--- src/hdl/mtss_pkg.sv ---
// Shared constants, types and tag-name decoder for the markup tag stream scanner.
package mtss_pkg;

  localparam int MAX_TEXT     = 256;
  localparam int MAX_ELEMENTS = 256;
  localparam int TAG_LEN      = 64;

  localparam int TEXT_W = $clog2(MAX_TEXT);
  localparam int ELEM_W = $clog2(MAX_ELEMENTS + 1);
  localparam int TAG_W  = $clog2(TAG_LEN);

  localparam int WORD_CAP = 8;
  localparam int WLEN_W   = $clog2(WORD_CAP + 1);
  localparam int WIDX_W   = $clog2(WORD_CAP);

  localparam logic [1:0] KIND_TEXT  = 2'd0;
  localparam logic [1:0] KIND_CLOSE = 2'd1;
  localparam logic [1:0] KIND_BREAK = 2'd2;
  localparam logic [1:0] KIND_RULE  = 2'd3;

  localparam logic [7:0] CH_LT    = 8'h3C;
  localparam logic [7:0] CH_GT    = 8'h3E;
  localparam logic [7:0] CH_LF    = 8'h0A;
  localparam logic [7:0] CH_CR    = 8'h0D;
  localparam logic [7:0] CH_SPACE = 8'h20;

  localparam logic [4:0] SIZE_BODY = 5'd10;
  localparam logic [4:0] SIZE_BASE = 5'd24;

  // Words are packed first byte in the low bits, unused bytes zero.
  localparam logic [63:0] W_H1      = 64'h0000_0000_0000_3168;
  localparam logic [63:0] W_H2      = 64'h0000_0000_0000_3268;
  localparam logic [63:0] W_H3      = 64'h0000_0000_0000_3368;
  localparam logic [63:0] W_H4      = 64'h0000_0000_0000_3468;
  localparam logic [63:0] W_H5      = 64'h0000_0000_0000_3568;
  localparam logic [63:0] W_H6      = 64'h0000_0000_0000_3668;
  localparam logic [63:0] W_CH1     = 64'h0000_0000_0031_682F;
  localparam logic [63:0] W_CH2     = 64'h0000_0000_0032_682F;
  localparam logic [63:0] W_CH3     = 64'h0000_0000_0033_682F;
  localparam logic [63:0] W_CH4     = 64'h0000_0000_0034_682F;
  localparam logic [63:0] W_B       = 64'h0000_0000_0000_0062;
  localparam logic [63:0] W_STRONG  = 64'h0000_676E_6F72_7473;
  localparam logic [63:0] W_CB      = 64'h0000_0000_0000_622F;
  localparam logic [63:0] W_CSTRONG = 64'h0067_6E6F_7274_732F;
  localparam logic [63:0] W_I       = 64'h0000_0000_0000_0069;
  localparam logic [63:0] W_EM      = 64'h0000_0000_0000_6D65;
  localparam logic [63:0] W_CI      = 64'h0000_0000_0000_692F;
  localparam logic [63:0] W_CEM     = 64'h0000_0000_006D_652F;
  localparam logic [63:0] W_BR      = 64'h0000_0000_0000_7262;
  localparam logic [63:0] W_HR      = 64'h0000_0000_0000_7268;

  typedef struct packed {
    logic       set_head;
    logic [2:0] head_val;
    logic       set_bold;
    logic       bold_val;
    logic       set_ital;
    logic       ital_val;
    logic       emit;
    logic [1:0] emit_kind;
  } tag_action_t;

  typedef struct packed {
    logic       clear;
    logic       feed;
    logic [7:0] ch;
  } tag_ctl_t;

  typedef struct packed {
    logic [1:0] kind;
    logic [7:0] out_char;
    logic [2:0] elem_type;
    logic       is_bold;
    logic       is_italic;
    logic [4:0] size_pt;
  } result_t;

  function automatic tag_action_t tag_decode(input logic [WORD_CAP*8-1:0] word);
    tag_action_t a;
    a = '0;
    a.emit_kind = KIND_TEXT;
    if (word == W_H1) begin
      a.set_head = 1'b1; a.head_val = 3'd1;
    end else if (word == W_H2) begin
      a.set_head = 1'b1; a.head_val = 3'd2;
    end else if (word == W_H3) begin
      a.set_head = 1'b1; a.head_val = 3'd3;
    end else if (word == W_H4 || word == W_H5 || word == W_H6) begin
      a.set_head = 1'b1; a.head_val = 3'd4;
    end else if (word == W_CH1 || word == W_CH2 || word == W_CH3 || word == W_CH4) begin
      a.set_head = 1'b1; a.head_val = 3'd0;
    end else if (word == W_B || word == W_STRONG) begin
      a.set_bold = 1'b1; a.bold_val = 1'b1;
    end else if (word == W_CB || word == W_CSTRONG) begin
      a.set_bold = 1'b1; a.bold_val = 1'b0;
    end else if (word == W_I || word == W_EM) begin
      a.set_ital = 1'b1; a.ital_val = 1'b1;
    end else if (word == W_CI || word == W_CEM) begin
      a.set_ital = 1'b1; a.ital_val = 1'b0;
    end else if (word == W_BR) begin
      a.emit = 1'b1; a.emit_kind = KIND_BREAK;
    end else if (word == W_HR) begin
      a.emit = 1'b1; a.emit_kind = KIND_RULE;
    end
    return a;
  endfunction

endpackage

--- src/hdl/mtss_tag.sv ---
// Tag word collector: skips leading whitespace, folds case, keeps the first word.
module mtss_tag
  import mtss_pkg::*;
(
  input  logic        clk,
  input  logic        rst,
  input  tag_ctl_t    ctl,
  output tag_action_t action
);

  localparam logic [1:0] PH_BEFORE = 2'd0;
  localparam logic [1:0] PH_WORD   = 2'd1;
  localparam logic [1:0] PH_AFTER  = 2'd2;

  logic [TAG_W-1:0]        tag_bytes;
  logic [1:0]              word_phase;
  logic [WORD_CAP*8-1:0]   word_store;
  logic [WLEN_W-1:0]       word_len;

  logic       is_space;
  logic [7:0] folded;

  assign is_space = (ctl.ch == CH_SPACE) || (ctl.ch >= 8'h09 && ctl.ch <= CH_CR);
  assign folded   = (ctl.ch >= 8'h41 && ctl.ch <= 8'h5A) ? (ctl.ch | 8'h20) : ctl.ch;
  assign action   = tag_decode(word_store);

  always_ff @(posedge clk) begin
    if (rst || ctl.clear) begin
      tag_bytes  <= '0;
      word_phase <= PH_BEFORE;
      word_store <= '0;
      word_len   <= '0;
    end else if (ctl.feed && tag_bytes < TAG_W'(TAG_LEN - 1)) begin
      tag_bytes <= tag_bytes + 1'b1;
      if (word_phase != PH_AFTER) begin
        if (ctl.ch == 8'h00) begin
          word_phase <= PH_AFTER;
        end else if (is_space) begin
          if (word_phase == PH_WORD) begin
            word_phase <= PH_AFTER;
          end
        end else begin
          word_phase <= PH_WORD;
          if (word_len < WLEN_W'(WORD_CAP)) begin
            word_store[word_len[WIDX_W-1:0]*8 +: 8] <= folded;
            word_len <= word_len + 1'b1;
          end
        end
      end
    end
  end

endmodule

--- src/hdl/mtss_step.sv ---
// Per-byte element state: tag tracking, style flags, text limits and result selection.
module mtss_step
  import mtss_pkg::*;
(
  input  logic        clk,
  input  logic        rst,
  input  logic        fire,
  input  logic        func,
  input  logic [7:0]  ch,
  input  tag_action_t action,
  output tag_ctl_t    tag_ctl,
  output logic        res_valid,
  output result_t     res
);

  logic              inside_tag, inside_tag_next;
  logic [2:0]        heading_level, heading_level_next;
  logic              bold_on, bold_on_next;
  logic              italic_on, italic_on_next;
  logic [TEXT_W-1:0] text_bytes, text_bytes_next;
  logic              text_cut, text_cut_next;
  logic [ELEM_W-1:0] element_count, element_count_next;

  logic       elem_ok;
  logic       head_on;
  logic [7:0] mapped;

  assign elem_ok = element_count < ELEM_W'(MAX_ELEMENTS);
  assign head_on = heading_level != 3'd0;
  assign mapped  = (ch == CH_LF || ch == CH_CR) ? CH_SPACE : ch;

  always_comb begin
    inside_tag_next    = inside_tag;
    heading_level_next = heading_level;
    bold_on_next       = bold_on;
    italic_on_next     = italic_on;
    text_bytes_next    = text_bytes;
    text_cut_next      = text_cut;
    element_count_next = element_count;
    tag_ctl            = '0;
    tag_ctl.ch         = ch;
    res_valid          = 1'b0;
    res                = '0;
    res.kind           = KIND_TEXT;
    res.size_pt        = SIZE_BODY;

    if (func) begin
      // end of document: flush pending text as a plain paragraph, then reset
      if (text_bytes != '0 && elem_ok) begin
        res_valid     = 1'b1;
        res.kind      = KIND_CLOSE;
        res.is_bold   = bold_on;
        res.is_italic = italic_on;
      end
      inside_tag_next    = 1'b0;
      heading_level_next = 3'd0;
      bold_on_next       = 1'b0;
      italic_on_next     = 1'b0;
      text_bytes_next    = '0;
      text_cut_next      = 1'b0;
      element_count_next = '0;
      tag_ctl.clear      = 1'b1;
    end else if (ch == CH_LT) begin
      if (text_bytes != '0) begin
        if (elem_ok) begin
          res_valid          = 1'b1;
          res.kind           = KIND_CLOSE;
          res.elem_type      = heading_level;
          res.is_bold        = bold_on | head_on;
          res.is_italic      = italic_on;
          res.size_pt        = head_on ? (SIZE_BASE - {1'b0, heading_level, 1'b0})
                                       : SIZE_BODY;
          element_count_next = element_count + 1'b1;
        end
        text_bytes_next = '0;
        text_cut_next   = 1'b0;
      end
      inside_tag_next = 1'b1;
      tag_ctl.clear   = 1'b1;
    end else if (ch == CH_GT && inside_tag) begin
      inside_tag_next = 1'b0;
      if (action.set_head) heading_level_next = action.head_val;
      if (action.set_bold) bold_on_next = action.bold_val;
      if (action.set_ital) italic_on_next = action.ital_val;
      if (action.emit && elem_ok) begin
        res_valid          = 1'b1;
        res.kind           = action.emit_kind;
        element_count_next = element_count + 1'b1;
      end
      tag_ctl.clear = 1'b1;
    end else if (inside_tag) begin
      tag_ctl.feed = 1'b1;
    end else if (text_bytes < TEXT_W'(MAX_TEXT - 1)) begin
      text_bytes_next = text_bytes + 1'b1;
      if (mapped == 8'h00) begin
        text_cut_next = 1'b1;
      end else if (!text_cut && elem_ok) begin
        res_valid    = 1'b1;
        res.out_char = mapped;
      end
    end

    if (!fire) begin
      tag_ctl.clear = 1'b0;
      tag_ctl.feed  = 1'b0;
    end
  end

  always_ff @(posedge clk) begin
    if (rst) begin
      inside_tag    <= 1'b0;
      heading_level <= 3'd0;
      bold_on       <= 1'b0;
      italic_on     <= 1'b0;
      text_bytes    <= '0;
      text_cut      <= 1'b0;
      element_count <= '0;
    end else if (fire) begin
      inside_tag    <= inside_tag_next;
      heading_level <= heading_level_next;
      bold_on       <= bold_on_next;
      italic_on     <= italic_on_next;
      text_bytes    <= text_bytes_next;
      text_cut      <= text_cut_next;
      element_count <= element_count_next;
    end
  end

endmodule

--- src/hdl/markup_tag_stream_scanner.sv ---
// An accepted request passes through the input register and then the result register.
// Throughput: one request per cycle unless stalled; the input register and the result
// register advance together, so a stalled result holds the input register and no more.
// Requests that give no result still pass through the input register.
// Reset (rst, synchronous) clears the element state, tag word and both valid flags.
// Top level: input register, per-byte step logic and result register.
module markup_tag_stream_scanner
  import mtss_pkg::*;
(
  input  logic       clk,
  input  logic       rst,
  input  logic       in_valid,
  output logic       in_stall,
  input  logic       func,
  input  logic [7:0] ch,
  output logic       out_valid,
  input  logic       out_stall,
  output logic [1:0] kind,
  output logic [7:0] out_char,
  output logic [2:0] elem_type,
  output logic       is_bold,
  output logic       is_italic,
  output logic [4:0] size_pt
);

  logic        in_full;
  logic        in_func;
  logic [7:0]  in_ch;
  logic        adv;
  logic        fire;
  tag_ctl_t    tag_ctl;
  tag_action_t action;
  logic        res_valid;
  result_t     res;

  assign adv      = !out_valid || !out_stall;
  assign fire     = in_full && adv;
  assign in_stall = in_full && !adv;

  always_ff @(posedge clk) begin
    if (rst) begin
      in_full <= 1'b0;
    end else if (!in_stall) begin
      in_full <= in_valid;
    end
  end

  always_ff @(posedge clk) begin
    if (in_valid && !in_stall) begin
      in_func <= func;
      in_ch   <= ch;
    end
  end

  mtss_tag u_tag (
    .clk    (clk),
    .rst    (rst),
    .ctl    (tag_ctl),
    .action (action)
  );

  mtss_step u_step (
    .clk       (clk),
    .rst       (rst),
    .fire      (fire),
    .func      (in_func),
    .ch        (in_ch),
    .action    (action),
    .tag_ctl   (tag_ctl),
    .res_valid (res_valid),
    .res       (res)
  );

  always_ff @(posedge clk) begin
    if (rst) begin
      out_valid <= 1'b0;
    end else if (adv) begin
      out_valid <= fire && res_valid;
    end
  end

  always_ff @(posedge clk) begin
    if (fire && res_valid) begin
      kind      <= res.kind;
      out_char  <= res.out_char;
      elem_type <= res.elem_type;
      is_bold   <= res.is_bold;
      is_italic <= res.is_italic;
      size_pt   <= res.size_pt;
    end
  end

endmodule

--- config.mk ---
export PLATFORM = sky130hd
export DESIGN_NAME = markup_tag_stream_scanner
export DESIGN_NICKNAME = d
export VERILOG_FILES = /design/src/hdl/mtss_pkg.sv /design/src/hdl/mtss_tag.sv /design/src/hdl/mtss_step.sv /design/src/hdl/markup_tag_stream_scanner.sv
export SDC_FILE = /design/constraint.sdc
export NUM_CORES = 1
export LEC_CHECK = 0
export ABC_AREA = 1
export BUFFER_PORTS_ARGS = -buffer_cell sky130_fd_sc_hd__buf_2
export CORE_ASPECT_RATIO = 0.75
export CORE_MARGIN = 3
export CORE_UTILIZATION = 38
export CTS_BUF_LIST = sky130_fd_sc_hd__clkbuf_4 sky130_fd_sc_hd__clkbuf_8
export CTS_CLUSTER_DIAMETER = 50
export DETAILED_ROUTE_END_ITERATION = 10
export PLACE_DENSITY_LB_ADDON = 0.1
export SKIP_CTS_REPAIR_TIMING = 1
export SYNTH_ARGS = -nofsm -noshare
export SYNTH_HDL_FRONTEND = slang
export SYNTH_SLANG_ARGS = --single-unit
--- constraint.sdc ---
create_clock -name clk -period 3.2 [get_ports clk]
set_input_delay 0.32 -clock clk [delete_from_list [all_inputs] [get_ports clk]]
set_output_delay 0.32 -clock clk [all_outputs]
set_load 0.01 [all_outputs]
==> metrics.yaml, run 1 <==
status:
  outcome: "completed"
worst_setup_path:
  end_kind: "register"
  cp_data_arrival_time_ns: 2.78
  required_ns: 3.56
  crit_type: "reg2reg"
  cp_max_fo: 28
  worstSetupStartpointType: "register"
placed_design:
  place.gp.congestion: 0.924
  pre_cts_ws_ns: 0.834
  dpl_cell_area_sq_um: 7460
  port-buffer-count: 33
  place_hpwl_mm: 13.6
worst_hold_path:
  hold_path.class: "in2reg"
detailed_routing:
  routed_wl_mm: 18.4
  drt-initial-drc-count: 584
  vias: 6422
  via_per_inst: 4.87
  ant_nets: 0
  drc_errors: 0
  wl_per_cell_um: 14.0
  dr.pass1.iters: 6
pwr:
  netSwitchingFraction: 0.257
  p_seq_frac: 0.520
  p_sw_w: 0.000848
  powerDensity_nw_per_um2: 419
  cellInternalPower_w: 0.00244
  combinationalPowerShare: 0.054
  p_leak_nw: 3.18
  p_clk_frac: 0.426
  peakVddDrop_v: 0.000312
synth:
  netlist_area_sq_um: 6990
  synth_cells: 1019
  synthTopCellsByArea: "dfxtp_1 29%, edfxtp_1 12%, nand2_1 12%"
  syn_nets: 1044
  yosysUniqueCellTypes: 43
  synth_top_area_cell: "dfxtp_1"
  synth.yosys.seq_area_share: 0.413
  synth_edf_count: 28
  yosysWarnings: 0
  synth_top_cell_area_share: 0.292
  ys_ff_latch: 130
  synth_ff_type: "dfxtp_1"
  async_flop_share: 0
  avgSynthCellArea_sq_um: 6.86
finish:
  antenna_cells: 0
  syn2layout_area_growth_pct: 12.4
  final_common_cell: "nand2_1"
  multi_input_area_sq_um: 3370
  drive_gt1_frac: 0.115
  final_cell_area_sq_um: 7850
  regArea_sq_um: 2880
  fill_cells: 1860
  final_cell_mix: "216 x nand2_1, 166 x nor2_1, 133 x inv_1"
  fin_nets: 1088
sta:
  fin_crit_ns: 2.42
  period_share: 0.757
  final.setup.tns_ns: 0
  setup_ws_ns: 0.779
  finClkSkew_ns: 0.0124
  hold_viol: 0
  relSlewSlack: 0.611
  setup_violations: 0
  worstMarginPinSlew_ns: 0.579
  holdWs_ns: 0.0266
  rsz0062_at_grt: "no"
  max_freq_mhz: 413
  slew_viol_final: 0
clock_network:
  cts.sinks: 130
  cts_root_buffer: "clkbuf_8"
  clkLatencyLatePin_ns: 0.46
  cts_tree: "done"
  clk_pin_slew_worst_paths_ns: 0.08
  cts_made_buffers: 17
  cts_buffer_depth: 2
  cts_max_level: 4
global_routing:
  grt_antenna_before_repair: 0
  grt_use_total: 0.189
  grt_pass1_wl_mm: 29.7
  grt_util_met3: 0.0452
  top_usage_layer: "met1"
  grt_max_degree: 34
  met2_usage: 0.248
  met1_usage: 0.300
  overflow: 0
  grt_pass1_vias: 5710
die:
  rows: 42
  dieArea_sq_um: 20100
  core_area_sq_um: 17800
  die_w_um: 163
  pin_count: 35
  start_util: 0.392
  die_h_um: 123
run:
  maxCapViolCount: 0
## synth_stat cells (3+ instances only)
cell type	n
nand2_1	216
nor2_1	166
inv_1	133
nand3_1	110
dfxtp_1	102
a21oi_1	78
nor3_1	31
edfxtp_1	28
nand4_1	28
buf_2	18
o21ai_0	16
ha_1	12
clkbuf_1	9
inv_2	8
nand2_2	7
or2_2	6
buf_6	5
nor2_2	4
nor4_1	4
o21a_1	4
xor2_1	4
nor3_2	3
o22ai_1	3
## path summary, 6_finish.rpt
check | startpoint | cells past startpoint | to | slack (ns)
worst min-delay path | ch[6] | 1 | in_ch[6] | 0.03
worst min register to register | u_tag.word_store[60] | 2 | u_tag.word_store[60] | 0.44
worst max register to register | u_tag.word_len[1] | 8 | u_tag.word_store[37] | 0.78
worst max-delay path | u_tag.word_len[1] | 8 | u_tag.word_store[37] | 0.78
## power by group through the flow
stage / Clock [W] / Sequential (W) / Combinational [W]
after detailed placement: 0 / 0.00175 / 0.000177
after floorplan: 0 / 0.00174 / 0.000118
final: 0.00140 / 0.00171 / 0.000179
after CTS: 0.00143 / 0.00171 / 0.000178
after global routing: 0.00151 / 0.00171 / 0.000200
after global placement: 0 / 0.00175 / 0.000180
## state kept, by name, summed over array words and instances, names as in the netlist
| name | count |
|---|---|
| u_tag.word_store | 64 |
| u_step.element_count | 9 |
| in_ch | 8 |
| out_char | 8 |
| u_step.text_bytes | 8 |
| u_tag.tag_bytes | 6 |
| size_pt | 4 |
| u_tag.word_len | 4 |
| elem_type | 3 |
| u_step.heading_level | 3 |
| kind | 2 |
| u_tag.word_phase | 2 |
| in_full | 1 |
| in_func | 1 |
| is_bold | 1 |
| is_italic | 1 |
| out_valid | 1 |
| u_step.bold_on | 1 |
| u_step.inside_tag | 1 |
| u_step.italic_on | 1 |
| u_step.text_cut | 1 |
## worst max-delay path: stages, from the launching register on
cell and delay (ns):
dfxtp_1 0.47, inv_1 0.10, ha_1 0.19, ha_1 0.41
inv_2 0.23, nor4_1 0.38, nand2_2 0.25, o21ai_0 0.23
nor2_1 0.05
## metrics by stage
step / cells / utilization / total power [W]
floorplan: 1019 / - / 0.00186
global placement: 1285 / 0.419 / 0.00193
detailed placement: 1285 / 0.419 / 0.00193
CTS: 1317 / 0.440 / 0.00332
global route: 1318 / 0.441 / 0.00342
finish: 1318 / 0.441 / 0.00329
## layer usage
metal  part of all wire  vias to the layer above  wire length, um
li1                   -                     3379                -
met1               0.55                     2851            10100
met2               0.38                      174             6910
met3              0.066                       18             1220
met4              0.012                        0              218
met5                  0                        -                0
## cell families after synthesis
kind of cell    after synthesis  synth area share
compound gates              107            0.0811
xor+xnor                      5           0.00627
fa+ha+maj                    12            0.0215
buf+inv                     176             0.105
flops                       130             0.413
other cells                   1          0.000537
simple gates                588             0.373
## layout make-up
class | count | area share
repair buffers | 59 | 0.0478
clock inverters | 14 | 0.0178
well taps | 242 | 0.0386
multi-input cells | 713 | 0.430
flip-flops and latches | 130 | 0.367
inverters | 142 | 0.0682
clock buffers | 18 | 0.0308
No activity file was read; power rests on OpenSTA's default activity.
==> run 2: changes to the inputs <==
--- a/config.mk
+++ b/config.mk
@@ -5,7 +5,7 @@
 export SDC_FILE = /design/constraint.sdc
 export NUM_CORES = 1
 export LEC_CHECK = 0
-export ABC_AREA = 1
+export ABC_AREA = 0
 export BUFFER_PORTS_ARGS = -buffer_cell sky130_fd_sc_hd__buf_2
 export CORE_ASPECT_RATIO = 0.75
 export CORE_MARGIN = 3
==> constraint.sdc (replaced) <==
create_clock -name clk -period 2.3 [get_ports clk]
set_input_delay 0.23 -clock clk [delete_from_list [all_inputs] [get_ports clk]]
set_output_delay 0.23 -clock clk [all_outputs]
set_load 0.01 [all_outputs]
==> run 2 against run 1 <==
  * The flow now finishes with violations (setup timing)
  * Global-route usage up 1.6 points
  * Via count down 5.1%
  * Final area up 15%
  * Power up 46%
  * Area after synthesis down 7.3%
  * Non-clock buffer count up 140
  * Worst hold slack worse by 0.024 ns
  * Combinational power up 120%
  * Register-to-register slack worse by 0.96 ns
  * Routed wire length up 12%
  * Sequential cell count unchanged
  * Fmax down 2.4%
==> metrics.yaml, run 2 <==
status:
  outcome: "finished, violations left"
  violations: "setup timing"
finish:
  top_register: "u_tag.word_store"
  final_cell_area_sq_um: 9050  # +15%
  antenna_cells: 0  # unchanged
  final_common_cell: "buf_4"
  largest_reg_flops: 64  # unchanged
  syn2layout_area_growth_pct: 39.7
  fin_nets: 899  # -17%
  drive_gt1_frac: 0.329  # +0.214
  top_regs: "u_tag.word_store: 64 flops, u_step.element_count: 9 flops"
  final_cell_mix: "133 x buf_4, 97 x dfxtp_1, 73 x nor2_1"
die:
  dieArea_sq_um: 18700  # -7.0%
  core_area_sq_um: 16400  # -8.1%
  start_util: 0.396  # +0.00361
  die_h_um: 119  # -3.5%
  rows: 40  # -4.8%
  pin_count: 35  # unchanged
  die_w_um: 157  # -3.6%
placed_design:
  port-buffer-count: 33  # unchanged
  place.gp.congestion: 0.873  # -5.5%
  dpl_cell_area_sq_um: 7850  # +5.2%
  pre_cts_ws_ns: -0.406  # -1.24 ns
  place_hpwl_mm: 14.3  # +4.5%
detailed_routing:
  drt-initial-drc-count: 394  # -33%
  ant_nets: 0  # unchanged
  wl_per_cell_um: 18.8  # +35%
  drc_errors: 0  # unchanged
  vias: 6094  # -5.1%
  dr.pass1.iters: 5  # -1
  routed_wl_mm: 20.6  # +12%
  via_per_inst: 5.56  # +14%
worst_setup_path:
  worst-path-buf-inv: 1  # -1
  path_cells: "or3b_4 > nor4_4 > nand3_2 > buf_6 > o31a_4 > o31ai_2 > a21boi_2"
  worstSetupStartpointType: "register"
  end_kind: "register"
  cp_data_arrival_time_ns: 2.83  # +0.05 ns
  crit_type: "reg2reg"
  cpMaxStageDelayCell: "or3b_4"
  cpPeakStageDelay_ns: 0.46  # about the same
  required_ns: 2.65  # -0.91 ns
  cp_top_family: "simple AND/OR/NAND/NOR gates"
  cp_max_fo: 5  # -82%
run:
  maxCapViolCount: 0  # unchanged
sta:
  setup_violations: 56  # +56
  rsz0062_at_grt: "yes"
  period_share: 1.08  # +0.321
  max_freq_mhz: 403  # -2.4%
  slew_viol_final: 0  # unchanged
  hold_viol: 0  # unchanged
  holdWs_ns: 0.00285  # -0.0237 ns
  fin_crit_ns: 2.48  # +0.0584 ns
  setup_ws_ns: -0.180  # -0.958 ns
  finClkSkew_ns: 0.0174  # +0.00492 ns
  relSlewSlack: 0.492  # -0.119
  worstMarginPinSlew_ns: 0.762  # +0.183 ns
synth:
  yosysWarnings: 0  # unchanged
  async_flop_share: 0  # unchanged
  synth_top_cell_area_share: 0.315  # +0.0230
  synth.most_common_cell: "dfxtp_1"
  synth_top_area_cell: "dfxtp_1"
  synthTopCellsByArea: "dfxtp_1 32%, edfxtp_1 13%, mux2i_1 8.2%"
  synth_cells: 696  # -32%
  yosysUniqueCellTypes: 62  # +44%
  ys_ff_latch: 130  # unchanged
  avgSynthCellArea_sq_um: 9.31  # +36%
  synth_edf_count: 28  # unchanged
  synth_ff_type: "dfxtp_1"
  syn_nets: 721  # -31%
  synth_common_cells: "102 x dfxtp_1, 75 x nor2_1, 55 x nand2_1"
  netlist_area_sq_um: 6480  # -7.3%
  synth.yosys.seq_area_share: 0.445  # +0.0324
global_routing:
  grt_antenna_before_repair: 0  # unchanged
  overflow: 0  # unchanged
  grt_pass1_vias: 5625  # -1.5%
  grt_pass1_wl_mm: 30.0  # +0.91%
  grt_use_total: 0.205  # +0.0155
  grt_max_degree: 53  # +56%
clock_network:
  cts.sinks: 130  # unchanged
  clk_pin_slew_worst_paths_ns: 0.08  # about the same
  cts_root_buffer: "clkbuf_8"
  cts_max_level: 4  # unchanged
  clkLatencyLatePin_ns: 0.46  # about the same
  cts_made_buffers: 17  # unchanged
  cts_tree: "done"
  cts_buffer_depth: 2  # unchanged
pwr:
  p_leak_nw: 3.41  # +7.4%
  peakVddDrop_v: 0.000439  # +41%
  powerDensity_nw_per_um2: 530  # +26%
  design_power_total_w: 0.00480  # +46%
worst_hold_path:
  hold_path.class: "in2reg"
==> run 2: cell types whose count changed in the layout (fill, tap and decap cells not counted), sizes merged, moves of 47 or more <==
cell / delta
nand2: -169
buf: +128
inv: -122
nor2: -98
nand3: -95
mux2i: +53
a21oi: -47
==> run 2: through the flow <==
step                instances   util  TNS, ns
floorplan                 696      -    -4.25
global placement         1030  0.480   -11.89
detailed placement       1030  0.480   -14.64
CTS                      1062  0.505   -16.41
global route             1097  0.553    -9.97
finish                   1097  0.553    -5.12
==> run 2: area by class of cell <==
cell class	count	area, sq um
fill	1452	7320
multi-input combinational	507	3780
sequential	130	2890
timing repair buffer	199	1640
tap	210	263
clock buffer	19	255
clock inverter	13	151
inverter	19	71.3
==> run 2: worst paths after layout <==
path	start	end	slack, ns	cells past startpoint
setup / recovery	in_ch[6]	u_step.element_count[6]	-0.18	7
hold / removal	in_valid	in_full	0.003	3
setup reg to reg	in_ch[6]	u_step.element_count[6]	-0.18	7
hold reg to reg	u_step.element_count[5]	u_step.element_count[5]	0.47	2
==> run 2: worst reg2reg max path, cell delays in order, from the launching register on <==
cell and delay (ns):
edfxtp_1 0.40, or3b_4 0.46, nor4_4 0.42, nand3_2 0.20, buf_6 0.17, o31a_4 0.39
o31ai_2 0.26, a21boi_2 0.08
==> run 2: where the power goes <==
part	internal [W]	switching [W]	total, W
Clock	0.00102	0.00101	0.00203
Combinational	0.000175	0.000221	0.000396
Sequential	0.00235	0.0000159	0.00237
==> run 2: kinds of logic after synthesis <==
group           count (synthesis)  share of synthesized area
simple gates                  328                      0.291
compound gates                 95                     0.0966
other cells                     1                   0.000579
flops                         130                      0.445
buf+inv                        61                     0.0396
mux                            53                     0.0819
xor+xnor                       16                     0.0216
fa+ha+maj                      12                     0.0232
==> run 2: routing by layer <==
metal  global-route usage  wire, um  vias to the layer above
met5                    0         0                        -
met4               0.0519       156                        0
met1                0.314     10300                     2989
met2                0.286      8870                      182
li1                     -         -                     2909
met3               0.0472      1260                       14
==> run 3: changes to the inputs <==
--- a/config.mk
+++ b/config.mk
@@ -7,9 +7,11 @@
 export LEC_CHECK = 0
 export ABC_AREA = 0
 export BUFFER_PORTS_ARGS = -buffer_cell sky130_fd_sc_hd__buf_2
+export CELL_PAD_IN_SITES_DETAIL_PLACEMENT = 1
+export CELL_PAD_IN_SITES_GLOBAL_PLACEMENT = 2
 export CORE_ASPECT_RATIO = 0.75
 export CORE_MARGIN = 3
-export CORE_UTILIZATION = 38
+export CORE_UTILIZATION = 36
 export CTS_BUF_LIST = sky130_fd_sc_hd__clkbuf_4 sky130_fd_sc_hd__clkbuf_8
 export CTS_CLUSTER_DIAMETER = 50
 export DETAILED_ROUTE_END_ITERATION = 10
==> constraint.sdc (replaced) <==
create_clock -name clk -period 1.99 [get_ports clk]
set_input_delay 0.199 -clock clk [delete_from_list [all_inputs] [get_ports clk]]
set_output_delay 0.199 -clock clk [all_outputs]
set_load 0.01 [all_outputs]
==> run 3 against run 2 <==
  * Combinational power is 73% higher
  * Routed wire length is 35% higher
  * Worst setup slack worse by 0.53 ns
  * Clock skew is 0.0051 ns higher
  * Cell count is 8.9% higher
  * Sequential share of layout area is 4.9 points lower
  * Critical path depth stayed put
  * Fmax is 8.0% lower
  * Die area is 5.3% higher
  * The run ends with hold timing, setup timing left
  * Critical endpoint unchanged
  * Clock-buffer cell count is 2 lower
  * Power is 24% higher
==> metrics.yaml, run 3 (synthesized netlist as in run 2, its figures left out) <==
status:
  outcome: "finished, violations left"
  violations: "hold timing, setup timing"
sta:
  setup_violations: 138  # +150%
  period_share: 1.35  # +0.277
  slew_viol_final: 0  # unchanged
  hold_viol: 1  # +1
  fin_crit_ns: 2.70  # +0.216 ns
  finClkSkew_ns: 0.0224  # +0.00507 ns
  setup_ws_ns: -0.706  # -0.526 ns
  relSlewSlack: 0.515  # +0.0231
  final.setup.tns_ns: -63.67  # -58.55 ns
  holdWs_ns: -0.0284  # -0.0313 ns
  worstMarginPinSlew_ns: 0.721  # -0.0401 ns
  rsz0062_at_grt: "yes"
  max_freq_mhz: 371  # -8.0%
worst_setup_path:
  cp_top_family: "simple AND/OR/NAND/NOR gates"
  cpMaxStageDelayCell: "or4_1"
  required_ns: 2.39  # -0.26 ns
  cpPeakStageDelay_ns: 0.53  # +0.07 ns
  cp_data_arrival_time_ns: 3.10  # +0.27 ns
  worst-path-buf-inv: 1  # unchanged
  cp_max_fo: 8  # +3
  crit_type: "reg2reg"
  end_kind: "register"
  worstSetupStartpointType: "register"
  path_cells: "nor4_2 > nand4_1 > or4_4 > buf_6 > o31a_1 > or4_1 > a21boi_2"
pwr:
  p_clk_frac: 0.424  # about the same
  peakVddDrop_v: 0.000405  # -7.6%
  p_seq_frac: 0.461  # -0.033
  p_sw_w: 0.00163  # +31%
  netSwitchingFraction: 0.275  # +0.0148
  powerDensity_nw_per_um2: 556  # +4.9%
  cellInternalPower_w: 0.00431  # +21%
  p_leak_nw: 3.90  # +14%
  combinationalPowerShare: 0.115  # +0.032
detailed_routing:
  vias: 6755  # +11%
  dr.pass1.iters: 5  # unchanged
  routed_wl_mm: 27.9  # +35%
  ant_nets: 0  # unchanged
  wl_per_cell_um: 23.3  # +24%
  drc_errors: 0  # unchanged
  via_per_inst: 5.65  # +1.8%
  drt-initial-drc-count: 470  # +19%
die:
  die_w_um: 161  # +2.6%
  rows: 41  # +2.5%
  core_area_sq_um: 17200  # +5.3%
  start_util: 0.376  # -0.0200
  pin_count: 35  # unchanged
  dieArea_sq_um: 19700  # +5.3%
  die_h_um: 122  # +2.6%
finish:
  fin_util: 0.620  # +0.0672
  antenna_cells: 0  # unchanged
  final_common_cell: "buf_4"
  fill_cells: 1800  # +24%
  largest_reg_flops: 64  # unchanged
  drive_gt1_frac: 0.512  # +0.183
  top_register: "u_tag.word_store"
  syn2layout_area_growth_pct: 65.0
  final_cell_mix: "182 x buf_4, 98 x dfxtp_1, 40 x nand2_1"
  fin_nets: 971  # +8.0%
  top_regs: "u_tag.word_store: 64 flops, u_step.element_count: 9 flops"
  final_cell_area_sq_um: 10700  # +18%
global_routing:
  overflow: 0  # unchanged
  grt_max_degree: 35  # -34%
  grt_antenna_before_repair: 0  # unchanged
  grt_util_met3: 0.0530  # +0.00580
  grt_use_total: 0.233  # +0.0283
  grt_pass1_vias: 6472  # +15%
  met2_usage: 0.370  # +0.0845
  grt_pass1_wl_mm: 35.6  # +19%
  top_usage_layer: "met2"
  met1_usage: 0.320  # +0.00560
clock_network:
  cts_max_level: 4  # unchanged
  cts.sinks: 130  # unchanged
  cts_made_buffers: 17  # unchanged
  clk_pin_slew_worst_paths_ns: 0.09  # about the same
  cts_buffer_depth: 2  # unchanged
  cts_root_buffer: "clkbuf_8"
  clkLatencyLatePin_ns: 0.48  # +0.02 ns
  cts_tree: "done"
worst_hold_path:
  hold_path.class: "in2reg"
placed_design:
  place_hpwl_mm: 17.3  # +22%
  port-buffer-count: 33  # unchanged
  place.gp.congestion: 0.867  # -0.66%
  dpl_cell_area_sq_um: 8380  # +6.7%
run:
  maxCapViolCount: 0  # unchanged
[run 3: power by group through the flow]
stage                     combinational [W]  clock (W)  sequential [W]
after detailed placement           0.000400          0         0.00280
final                              0.000685    0.00252         0.00274
after floorplan                    0.000167          0         0.00280
after global routing               0.000713    0.00269         0.00274
after global placement             0.000389          0         0.00280
after CTS                          0.000402    0.00254         0.00274
[run 3: cell type report]
class | instances | area, sq um | area share
sequential | 130 | 2890 | 0.270
clock inverter | 15 | 195 | 0.0183
clock buffer | 17 | 234 | 0.0219
multi-input combinational | 505 | 4630 | 0.433
tap | 236 | 295 | 0.0276
inverter | 19 | 71.3 | 0.00667
timing repair buffer | 273 | 2370 | 0.222
[run 3: metrics by stage]
stage / cells / setup WS (ns) / total power, W
after floorplan: 696 / -0.451 / 0.00297
after global placement: 1108 / -0.572 / 0.00318
after detailed placement: 1108 / -0.678 / 0.00320
after CTS: 1140 / -0.719 / 0.00568
after global routing: 1195 / -0.783 / 0.00614
final: 1195 / -0.706 / 0.00594
[run 3: worst paths after layout]
check,start,to,slack [ns],cells past startpoint
worst max-delay path,u_tag.word_store[41],u_step.element_count[6],-0.71,7
worst min-delay path,in_valid,in_full,-0.03,3
worst max register to register,u_tag.word_store[41],u_step.element_count[6],-0.71,7
worst min register to register,u_step.element_count[5],u_step.element_count[5],0.47,2
[run 3: tightest hold or removal path: stages]
cell	delay [ns]
buf_2	0.09
nor2_1	0.04
nor2_1	0.06
[run 3: per-layer routing]
metal  routed length [um]  vias up  part of all wire
met5                    0        -                 0
met4                  757        0             0.027
met3                 1580       65             0.057
met2                13400      220              0.48
met1                12100     3410              0.43
li1                     -     3060                 -
